[src/pmsh_pkg.sv]
package pmsh_pkg;

    localparam int ACC_W      = 32;
    localparam int CHAR_W     = 8;
    localparam int HASH_W     = 8;
    localparam int KEY_REGS   = 8;
    localparam int KEY_IDX_W  = $clog2(KEY_REGS);
    localparam int CFG_W      = 2 * ACC_W;
    localparam int POS_W      = 4;
    localparam int HASH_BITS_DEF = 8;

    typedef enum logic [2:0] {
        ST_IDLE,
        ST_OPER,
        ST_MUL,
        ST_ADD,
        ST_TAIL,
        ST_OUT
    } seq_state_t;

    // one-hot style strobes from sequencer to the multiply-accumulate unit
    typedef struct packed {
        logic load;   // form (c1 + k_lo) and (c2 + k_hi)
        logic mul;    // register low half of the product
        logic add;    // accumulate product
        logic clr;    // clear accumulator
    } mac_ctl_t;

    typedef struct packed {
        logic signed [CHAR_W-1:0] c1;
        logic signed [CHAR_W-1:0] c2;
    } pair_ops_t;

endpackage

[src/pairwise_multiply_string_hash.sv]
// Keyed pairwise-multiply string hash, one character per transfer.
// A character that closes a pair stalls input while the shared 32x32 multiply-accumulate
// unit runs the operand, multiply and add states; other characters take no stall. A last
// transfer runs each open or padding pair (up to 8 pairs) through the tail, operand,
// multiply and add states, then loads the result in the output state.
// Reset (aresetn low, synchronous) clears the keys, accumulator, position and output valid flag.
module pairwise_multiply_string_hash
    import pmsh_pkg::*;
#(
    parameter int HASH_BITS = HASH_BITS_DEF
) (
    input  logic                 aclk,
    input  logic                 aresetn,
    // input stream
    input  logic                 s_tvalid,
    output logic                 s_tready,
    input  logic [CHAR_W-1:0]    s_tdata,   // [7:0] char_byte
    input  logic                 s_tlast,   // is_last
    input  logic [0:0]           s_tuser,   // [0] no_char
    // result stream
    output logic                 m_tvalid,
    input  logic                 m_tready,
    output logic [HASH_W-1:0]    m_tdata,   // [7:0] hash_value
    // key register writes
    input  logic                 cfg_we,
    input  logic [KEY_IDX_W-1:0] cfg_index,
    input  logic [CFG_W-1:0]     cfg_data
);

    localparam int SHIFT = ACC_W - HASH_BITS;

    // Key pair registers: low half is the even key, high half the odd key.
    logic [CFG_W-1:0] key_reg [KEY_REGS];

    logic                 in_xfer;
    logic                 out_free;
    logic                 out_load;
    mac_ctl_t             ctl;
    pair_ops_t            ops;
    logic [KEY_IDX_W-1:0] pair_idx;
    logic [ACC_W-1:0]     sum;
    logic [ACC_W-1:0]     sum_shr;
    logic [CFG_W-1:0]     key_sel;

    logic                 m_valid_reg;
    logic [HASH_W-1:0]    m_data_reg;

    assign in_xfer  = s_tvalid && s_tready;
    // result register may reload as the current result transfers
    assign out_free = !m_valid_reg || m_tready;
    assign key_sel  = key_reg[pair_idx];
    assign sum_shr  = sum >> SHIFT;

    assign m_tvalid = m_valid_reg;
    assign m_tdata  = m_data_reg;

    always_ff @(posedge aclk) begin
        if (!aresetn) begin
            for (int i = 0; i < KEY_REGS; i++) begin
                key_reg[i] <= '0;
            end
        end else if (cfg_we) begin
            key_reg[cfg_index] <= cfg_data;
        end
    end

    // output register: separates the sequencer from downstream stalls
    always_ff @(posedge aclk) begin
        if (!aresetn) begin
            m_valid_reg <= 1'b0;
        end else if (out_load) begin
            m_valid_reg <= 1'b1;
        end else if (m_tready) begin
            m_valid_reg <= 1'b0;
        end
    end

    always_ff @(posedge aclk) begin
        if (out_load) begin
            m_data_reg <= sum_shr[HASH_W-1:0];
        end
    end

    pmsh_seq u_seq (
        .aclk     (aclk),
        .aresetn  (aresetn),
        .in_xfer  (in_xfer),
        .in_char  (s_tdata),
        .in_last  (s_tlast),
        .in_none  (s_tuser[0]),
        .out_free (out_free),
        .in_ready (s_tready),
        .out_load (out_load),
        .ctl      (ctl),
        .ops      (ops),
        .pair_idx (pair_idx)
    );

    pmsh_mac u_mac (
        .aclk    (aclk),
        .aresetn (aresetn),
        .ctl     (ctl),
        .ops     (ops),
        .key_lo  (key_sel[ACC_W-1:0]),
        .key_hi  (key_sel[CFG_W-1:ACC_W]),
        .sum     (sum)
    );

endmodule

[src/pmsh_mac.sv]
module pmsh_mac
    import pmsh_pkg::*;
(
    input  logic              aclk,
    input  logic              aresetn,
    input  mac_ctl_t          ctl,
    input  pair_ops_t         ops,
    input  logic [ACC_W-1:0]  key_lo,
    input  logic [ACC_W-1:0]  key_hi,
    output logic [ACC_W-1:0]  sum
);

    logic [ACC_W-1:0]   a_reg, b_reg, prod_reg, sum_reg;
    logic [2*ACC_W-1:0] prod_full;

    assign prod_full = a_reg * b_reg;
    assign sum       = sum_reg;

    // operand and product registers carry payload only
    always_ff @(posedge aclk) begin
        if (ctl.load) begin
            a_reg <= {{(ACC_W-CHAR_W){ops.c1[CHAR_W-1]}}, ops.c1} + key_lo;
            b_reg <= {{(ACC_W-CHAR_W){ops.c2[CHAR_W-1]}}, ops.c2} + key_hi;
        end
        if (ctl.mul) begin
            prod_reg <= prod_full[ACC_W-1:0];
        end
    end

    always_ff @(posedge aclk) begin
        if (!aresetn) begin
            sum_reg <= '0;
        end else if (ctl.clr) begin
            sum_reg <= '0;
        end else if (ctl.add) begin
            sum_reg <= sum_reg + prod_reg;
        end
    end

endmodule

[src/pmsh_seq.sv]
module pmsh_seq
    import pmsh_pkg::*;
(
    input  logic                 aclk,
    input  logic                 aresetn,
    input  logic                 in_xfer,
    input  logic [CHAR_W-1:0]    in_char,
    input  logic                 in_last,
    input  logic                 in_none,
    input  logic                 out_free,
    output logic                 in_ready,
    output logic                 out_load,
    output mac_ctl_t             ctl,
    output pair_ops_t            ops,
    output logic [KEY_IDX_W-1:0] pair_idx
);

    seq_state_t           state_reg, state_next;
    logic [POS_W-1:0]     pos_reg, pos_next;
    logic [CHAR_W-1:0]    held_reg, held_next;
    logic                 last_reg, last_next;
    pair_ops_t            ops_reg, ops_next;
    logic [KEY_IDX_W-1:0] idx_reg, idx_next;

    assign ops      = ops_reg;
    assign pair_idx = idx_reg;

    always_ff @(posedge aclk) begin
        if (!aresetn) begin
            state_reg <= ST_IDLE;
            pos_reg   <= '0;
            held_reg  <= '0;
            last_reg  <= 1'b0;
        end else begin
            state_reg <= state_next;
            pos_reg   <= pos_next;
            held_reg  <= held_next;
            last_reg  <= last_next;
        end
    end

    always_ff @(posedge aclk) begin
        ops_reg <= ops_next;
        idx_reg <= idx_next;
    end

    always_comb begin
        state_next = state_reg;
        pos_next   = pos_reg;
        held_next  = held_reg;
        last_next  = last_reg;
        ops_next   = ops_reg;
        idx_next   = idx_reg;
        ctl        = '0;
        in_ready   = 1'b0;
        out_load   = 1'b0;

        unique case (state_reg)
            ST_IDLE: begin
                in_ready = 1'b1;
                if (in_xfer) begin
                    last_next = in_last;
                    if (!in_none) begin
                        pos_next = pos_reg + POS_W'(1);
                        if (!pos_reg[0]) begin
                            held_next  = in_char;
                            state_next = in_last ? ST_TAIL : ST_IDLE;
                        end else begin
                            ops_next.c1 = held_reg;
                            ops_next.c2 = in_char;
                            idx_next    = pos_reg[POS_W-1:1];
                            state_next  = ST_OPER;
                        end
                    end else if (in_last) begin
                        state_next = ST_TAIL;
                    end
                end
            end
            ST_OPER: begin
                ctl.load   = 1'b1;
                state_next = ST_MUL;
            end
            ST_MUL: begin
                ctl.mul    = 1'b1;
                state_next = ST_ADD;
            end
            ST_ADD: begin
                ctl.add    = 1'b1;
                state_next = last_reg ? ST_TAIL : ST_IDLE;
            end
            ST_TAIL: begin
                idx_next = pos_reg[POS_W-1:1];
                priority if (pos_reg[0]) begin
                    // open pair: partner counts as zero
                    ops_next.c1 = held_reg;
                    ops_next.c2 = '0;
                    pos_next    = pos_reg + POS_W'(1);
                    state_next  = ST_OPER;
                end else if (pos_reg != '0) begin
                    // zero padding pair
                    ops_next.c1 = '0;
                    ops_next.c2 = '0;
                    pos_next    = pos_reg + POS_W'(2);
                    state_next  = ST_OPER;
                end else begin
                    state_next = ST_OUT;
                end
            end
            ST_OUT: begin
                if (out_free) begin
                    out_load   = 1'b1;
                    ctl.clr    = 1'b1;
                    pos_next   = '0;
                    held_next  = '0;
                    last_next  = 1'b0;
                    state_next = ST_IDLE;
                end
            end
            default: begin
                state_next = ST_IDLE;
            end
        endcase
    end

endmodule

[config.mk]
export PLATFORM = sky130hd
export DESIGN_NAME = pairwise_multiply_string_hash
export DESIGN_NICKNAME = d
export VERILOG_FILES = /design/src/pmsh_pkg.sv /design/src/pairwise_multiply_string_hash.sv /design/src/pmsh_mac.sv /design/src/pmsh_seq.sv
export SDC_FILE = /design/constraint.sdc
export NUM_CORES = 2
export LEC_CHECK = 0
export ABC_AREA = 1
export BUFFER_PORTS_ARGS = -buffer_cell sky130_fd_sc_hd__buf_2
export CAP_MARGIN = 30
export CORE_MARGIN = 2
export CORE_UTILIZATION = 60
export CTS_BUF_LIST = sky130_fd_sc_hd__clkbuf_8
export DETAILED_ROUTE_END_ITERATION = 10
export HOLD_SLACK_MARGIN = 0.12
export PLACE_DENSITY_LB_ADDON = 0.05
export SYNTH_ARGS = -nofsm -noshare
export SYNTH_HDL_FRONTEND = slang
export SYNTH_SLANG_ARGS = --single-unit
[constraint.sdc]
create_clock -name aclk -period 6.22 [get_ports aclk]
set_input_delay 1.244 -clock aclk [delete_from_list [all_inputs] [get_ports aclk]]
set_output_delay 1.244 -clock aclk [all_outputs]
set_load 0.05 [all_outputs]
# Word-level counts from Yosys, hierarchy flattened
# Memory sizes are Yosys's and may differ from the RTL's. A register that Yosys moved wholly into a read port is not among the register bits.
# Cells that the tools add are included.
[totals]
regBits = 172
ram_bits = 512
inputBits = 82
output_inout_bits = 10
n_memories = 1
[op_classes]
n_addsub = 5
multipliers = 1
eq_ne = 12
muxes = 50
bitwise_logic = 1
n_reduce_logical = 18
[mem_list]
columns = ["name", "words", "word_bits", "rd", "rd_clocked_by_memory_dff", "write_ports", "line", "rtl"]
rows = [
  ["key_reg", 8, 64, 1, 1, 8, "pairwise_multiply_string_hash.sv:33", "logic [CFG_W-1:0] key_reg [KEY_REGS];"],
]
[ops]
columns = ["op", "count"]
rows = [
  ["32-bit adder", 3],
  ["16-bit 2-to-1 mux", 5],
  ["64-bit 2-to-1 mux", 1],
  ["64-bit OR reduction", 1],
  ["3-bit 2-to-1 mux", 14],
  ["32-bit by 32-bit multiplier with 32-bit output", 1],
  ["8-bit 2-to-1 mux", 4],
  ["16-bit one-hot mux with 2 select lines", 1],
  ["4-bit 2-to-1 mux", 5],
  ["3-bit one-hot mux with 6 select lines", 1],
  ["8-bit one-hot mux with 2 select lines", 1],
  ["1-bit 2-to-1 mux", 15],
  ["5-bit AND reduction", 3],
  ["4-bit one-hot mux with 3 select lines", 1],
  ["2-bit inequality test, second input constant", 4],
  ["4-bit AND reduction", 2],
  ["3-bit by 2-bit equality test with 1-bit output, second input constant", 2],
  ["3-bit equality test, second input constant", 2],
  ["3-bit one-hot mux with 2 select lines", 1],
  ["3-bit AND reduction", 2],
  ["2-bit nonzero test", 3],
  ["4-bit by 1-bit adder with 4-bit output, second input constant", 1],
  ["4-bit by 2-bit adder with 4-bit output, second input constant", 1],
  ["4-bit nonzero test", 1],
  ["other kinds (12)", 12],
]

# Depth between registers and ports, before layout
[depth]
depth_word = 6
ltp_mapped = 31
mapped_depth_nobuf = 29

# Hierarchy
# From an unflattened synthesis, not the netlist that was laid out.
[hier_totals]
cells_unflattened = 6551
area_unflattened_um2 = 53191.0
[modules_own_cells]
columns = ["mod", "n_inst", "cells_each", "area_each_um2", "seq_area_each_um2"]
rows = [
  ["pmsh_mac", 1, 3446, 26150.1, 3523.4],
  ["pairwise_multiply_string_hash", 1, 2888, 25309.3, 15635.0],
  ["pmsh_seq", 1, 217, 1731.7, 890.9],
]

# Worst setup path after synthesis
# Ideal clock, no wire load.
[synth_timing]
path_kind = "flip-flop to flip-flop"
from = "reg u_mac.b_reg[3]"
to = "reg u_mac.prod_reg[25] (data pin)"
arrival_ns = 6.230
required_time_ns = 5.960
slack_ns = -0.270
path_stages_with_launch = 25
path_buffers = 2
period_less_slack_ns = 6.490
path_cell_list = "edfxtp_1 -> clkbuf_1 -> buf_1 -> nand2_1 -> fa_1 -> fa_1 -> fa_1 -> fa_1 -> inv_1 -> fa_1 -> inv_1 -> fa_1 -> inv_1 -> fa_1 -> fa_1 -> ha_1 -> a21oi_1 -> o21ai_0 -> a21oi_1 -> nand3_1 -> nand3_1 -> nand2_1 -> nand3_1 -> nand2_1 -> xor2_1"
[synth_via]
elab_chain_cells = 1
[synth_lines]
columns = ["item", "line", "rtl"]
rows = [
  ["start: declaration", "pmsh_mac.sv:13", "logic [ACC_W-1:0] a_reg, b_reg, prod_reg, sum_reg;"],
  ["start signal: assignment", "pmsh_mac.sv:23", "b_reg <= {{(ACC_W-CHAR_W){ops.c2[CHAR_W-1]}}, ops.c2} + key_hi;"],
  ["32-bit by 32-bit multiplier with 32-bit output", "pmsh_mac.sv:16", "assign prod_full = a_reg * b_reg;"],
  ["via u_mac.prod_full[25]", "pmsh_mac.sv:14", "logic [2*ACC_W-1:0] prod_full;"],
  ["end signal: assignment", "pmsh_mac.sv:26", "prod_reg <= prod_full[ACC_W-1:0];"],
  ["end: declaration", "pmsh_mac.sv:13", ""],
]
# The timed path passes the listed nets, and every way through them passes these cells.
# A chain may end at the register's enable or synchronous reset.

# Worst setup path in the final report
[layout_timing]
from = "reg u_mac.b_reg[12]"
to = "reg u_mac.prod_reg[28] (data pin)"
# The elaborated chain is that of the path after synthesis.

==> impl_metrics.toml <==
[run_status]
outcome = "complete, but fails checks"
violations = "setup timing"

[sta]
maxSlewViolCount = 0
slew_headroom_pct = 31.6
hold_violations = 0
finalSetupViolations = 12
worst_slew_pin_slew_ns = 1.03
setup_slack_ns = -0.260
whs_ns = 0.466
setup_tns_ns = -2.35
period_needed_ns = 6.48
finalCritPeriodShare_pct = 104
rsz0062_at_grt = "true"
max_freq_mhz = 154
skew_ns = 0.0393

[synthesis]
synth.area.top_cells = "edfxtp_1 38%, fa_1 16%, nor2_1 8.6%"
ys_ff_latch = 687
yosys.area.top_type = "edfxtp_1"
synthFlopType = "edfxtp_1"
yosysTopAreaCellShare_pct = 38.0
synth.most_common_cell = "nor2_1"
syn_inst = 5750
yosys.cell_types.count = 59
syn-num-nets = 6462
syn_area_um2 = 50200
synth_warnings = 0
synth-edff-count = 635
async_flop_share_pct = 0
ys_seq_area_share_pct = 40.0
synth_common_cells = "1152 x nor2_1, 1026 x inv_1, 936 x nand2_1"
syn_avg_cell_area_um2 = 8.74

[clocking]
numCtsBuffers = 112
clkSinkCount = 687
cts-root-buf = "clkbuf_8"
insertion_delay_ns = 0.77
cts_max_level = 3
clk_pin_slew_ns = 0.06
cts_tree = "built"
clk_path_buf_depth = 3

[placement]
place_hpwl_um = 91600
place.gp.congestion = 0.940
placed_cells = 6892
port_buffers = 91

[worst_setup_path]
cp_common_cell = "fa_1"
crit_slowest_cell = "fa_1"
cp-start-kind = "register"
crit_cells = 28
crit_type = "register to register"
ff2ff_path_depth = 28
r2r-end = "u_mac.prod_reg[28]$_DFFE_PP_"
critPathLaunch = "u_mac.b_reg[12]$_DFFE_PP_"
slowest_delay_ns = 0.57
end_kind = "register"
reg2reg_from = "u_mac.b_reg[12]$_DFFE_PP_"
cp_max_fo = 6
path_delay_family = "adder cells"
crit_buf_inv = 8
cp.required_ns = 6.83
cp.arrival_ns = 7.09
reg2reg_slack_ns = -0.26

[drt]
drtIter0Drc = 2973
met1_length_um = 55200
drc = 0
antenna_left = 0
routedWlPerCell_um = 18.7
first_pass_iters = 6
top_layer_used = "met4"
dr_wl_met2_um = 66500
vias = 39051
via_per_inst = 5.44
routed_wirelength_um = 135000
route.met3.wl_um = 9240

[die]
die_y_um = 293
dieArea_um2 = 86100
die_x_um = 293
core-area_um2 = 83300
rows = 106
start_util_pct = 60.3
pin_count = 92

[min_path]
min_from = "u_mac.sum[0]$_SDFFE_PP0P_"
hold_depth = 2
hp-class = "register to register"
hold_end = "u_mac.sum[0]$_SDFFE_PP0P_"

[grt]
grt_start_max_net_pins = 102
grt_pass1_vias = 38715
grt_pass1_wl_um = 211000
grt.total_usage_pct = 31.4
antenna_found_initial = 1
grt-ovfl-total = 0

[cells_and_area]
fin_cells = 7180
fillCellCount = 6672
nNetsFinal = 6718
drive_above_1_share_pct = 13.9
final_util_pct = 68.6
largest_reg_flops = 512
area_delta_synth_final_pct = 13.8

[run]
maxCapViolCount = 0
==> how the worst max path moves through the flow <==
stage	end	slack [ns]
6_report	u_mac.prod_reg[28]$_DFFE_PP_	-0.26
5_1_grt	u_mac.prod_reg[25]$_DFFE_PP_	-0.48
4_1_cts	u_mac.prod_reg[29]$_DFFE_PP_	-0.26
3_5_place_dp	u_mac.prod_reg[28]$_DFFE_PP_	-0.49
3_3_place_gp	u_mac.prod_reg[29]$_DFFE_PP_	-0.35
2_1_floorplan	u_mac.prod_reg[27]$_DFFE_PP_	-0.003
==> kinds of logic (layout without fill, tap and decap cells) <==
logic type | after synthesis | count (layout) | synth area share (%)
AND/OR/NAND/NOR | 2272 | 2272 | 17.8
buffers and inverters | 1305 | 1654 | 9.96
AO/OA/AOI/OAI | 746 | 746 | 8.50
flip-flops | 687 | 687 | 40.0
adder cells (fa/ha/maj) | 630 | 630 | 21.8
XOR/XNOR | 110 | 110 | 1.92
other | 0 | 1 | 0
==> worst reg2reg max path, delay by kind of cell (launching register included) <==
kind          cells  cell delay (ns)
xor+xnor          1             0.16
fa+ha+maj         9             4.06
buf+inv           8             0.67
flops             1             0.54
simple gates     10             0.89
==> final cells by class <==
type	count	area (um2)	share of cell area (%)
flip-flops and latches	687	20100	35.2
clock buffers	116	1600	2.79
multi-input cells	3758	26200	45.8
diodes	1	2.50	0.00438
repair buffers	412	3480	6.09
inverters	1035	3910	6.84
well taps	1080	1350	2.36
clock inverters	91	549	0.961
==> layout by cell type (no fill, tap or decap), types with 31 or more instances in the layout <==
cell type     n
a21oi_1     129
fa_2         45
nand2_2      36
nand2_1     883
nand3_1      96
a31oi_1      70
o22ai_1      66
dfxtp_1      50
nor2_1     1138
o21ai_0     335
edfxtp_1    635
inv_2        46
ha_1        197
xor2_1       74
clkbuf_8    116
buf_2        91
fa_1        366
buf_12       31
buf_4       254
inv_1      1021
xnor2_1      35
==> stage by stage <==
step,area [um2],setup WS [ns]
2_1_floorplan,50300,-0.00330
3_3_place_gp,53300,-0.352
5_1_grt,57200,-0.483
4_1_cts,56200,-0.257
3_5_place_dp,53300,-0.487
6_report,57200,-0.260
==> routing by layer <==
layer  GRT usage (%)  vias to the layer above
li1                -                    18610
met4            8.80                        0
met1            42.0                    18875
met3            4.27                      214
met5               0                        -
met2            53.9                     1352
==> repair_timing <==
action	4_1_cts	5_1_grt
gates cloned	1	3
pin swaps	97	172
hold buffers	0	0
gates resized for setup	120	157
endpoints found under the setup margin	14	18
setup buffers	45	32
Power is not shown: default switching activity piles up to over one toggle a cycle in this logic, so the estimate is an artifact.
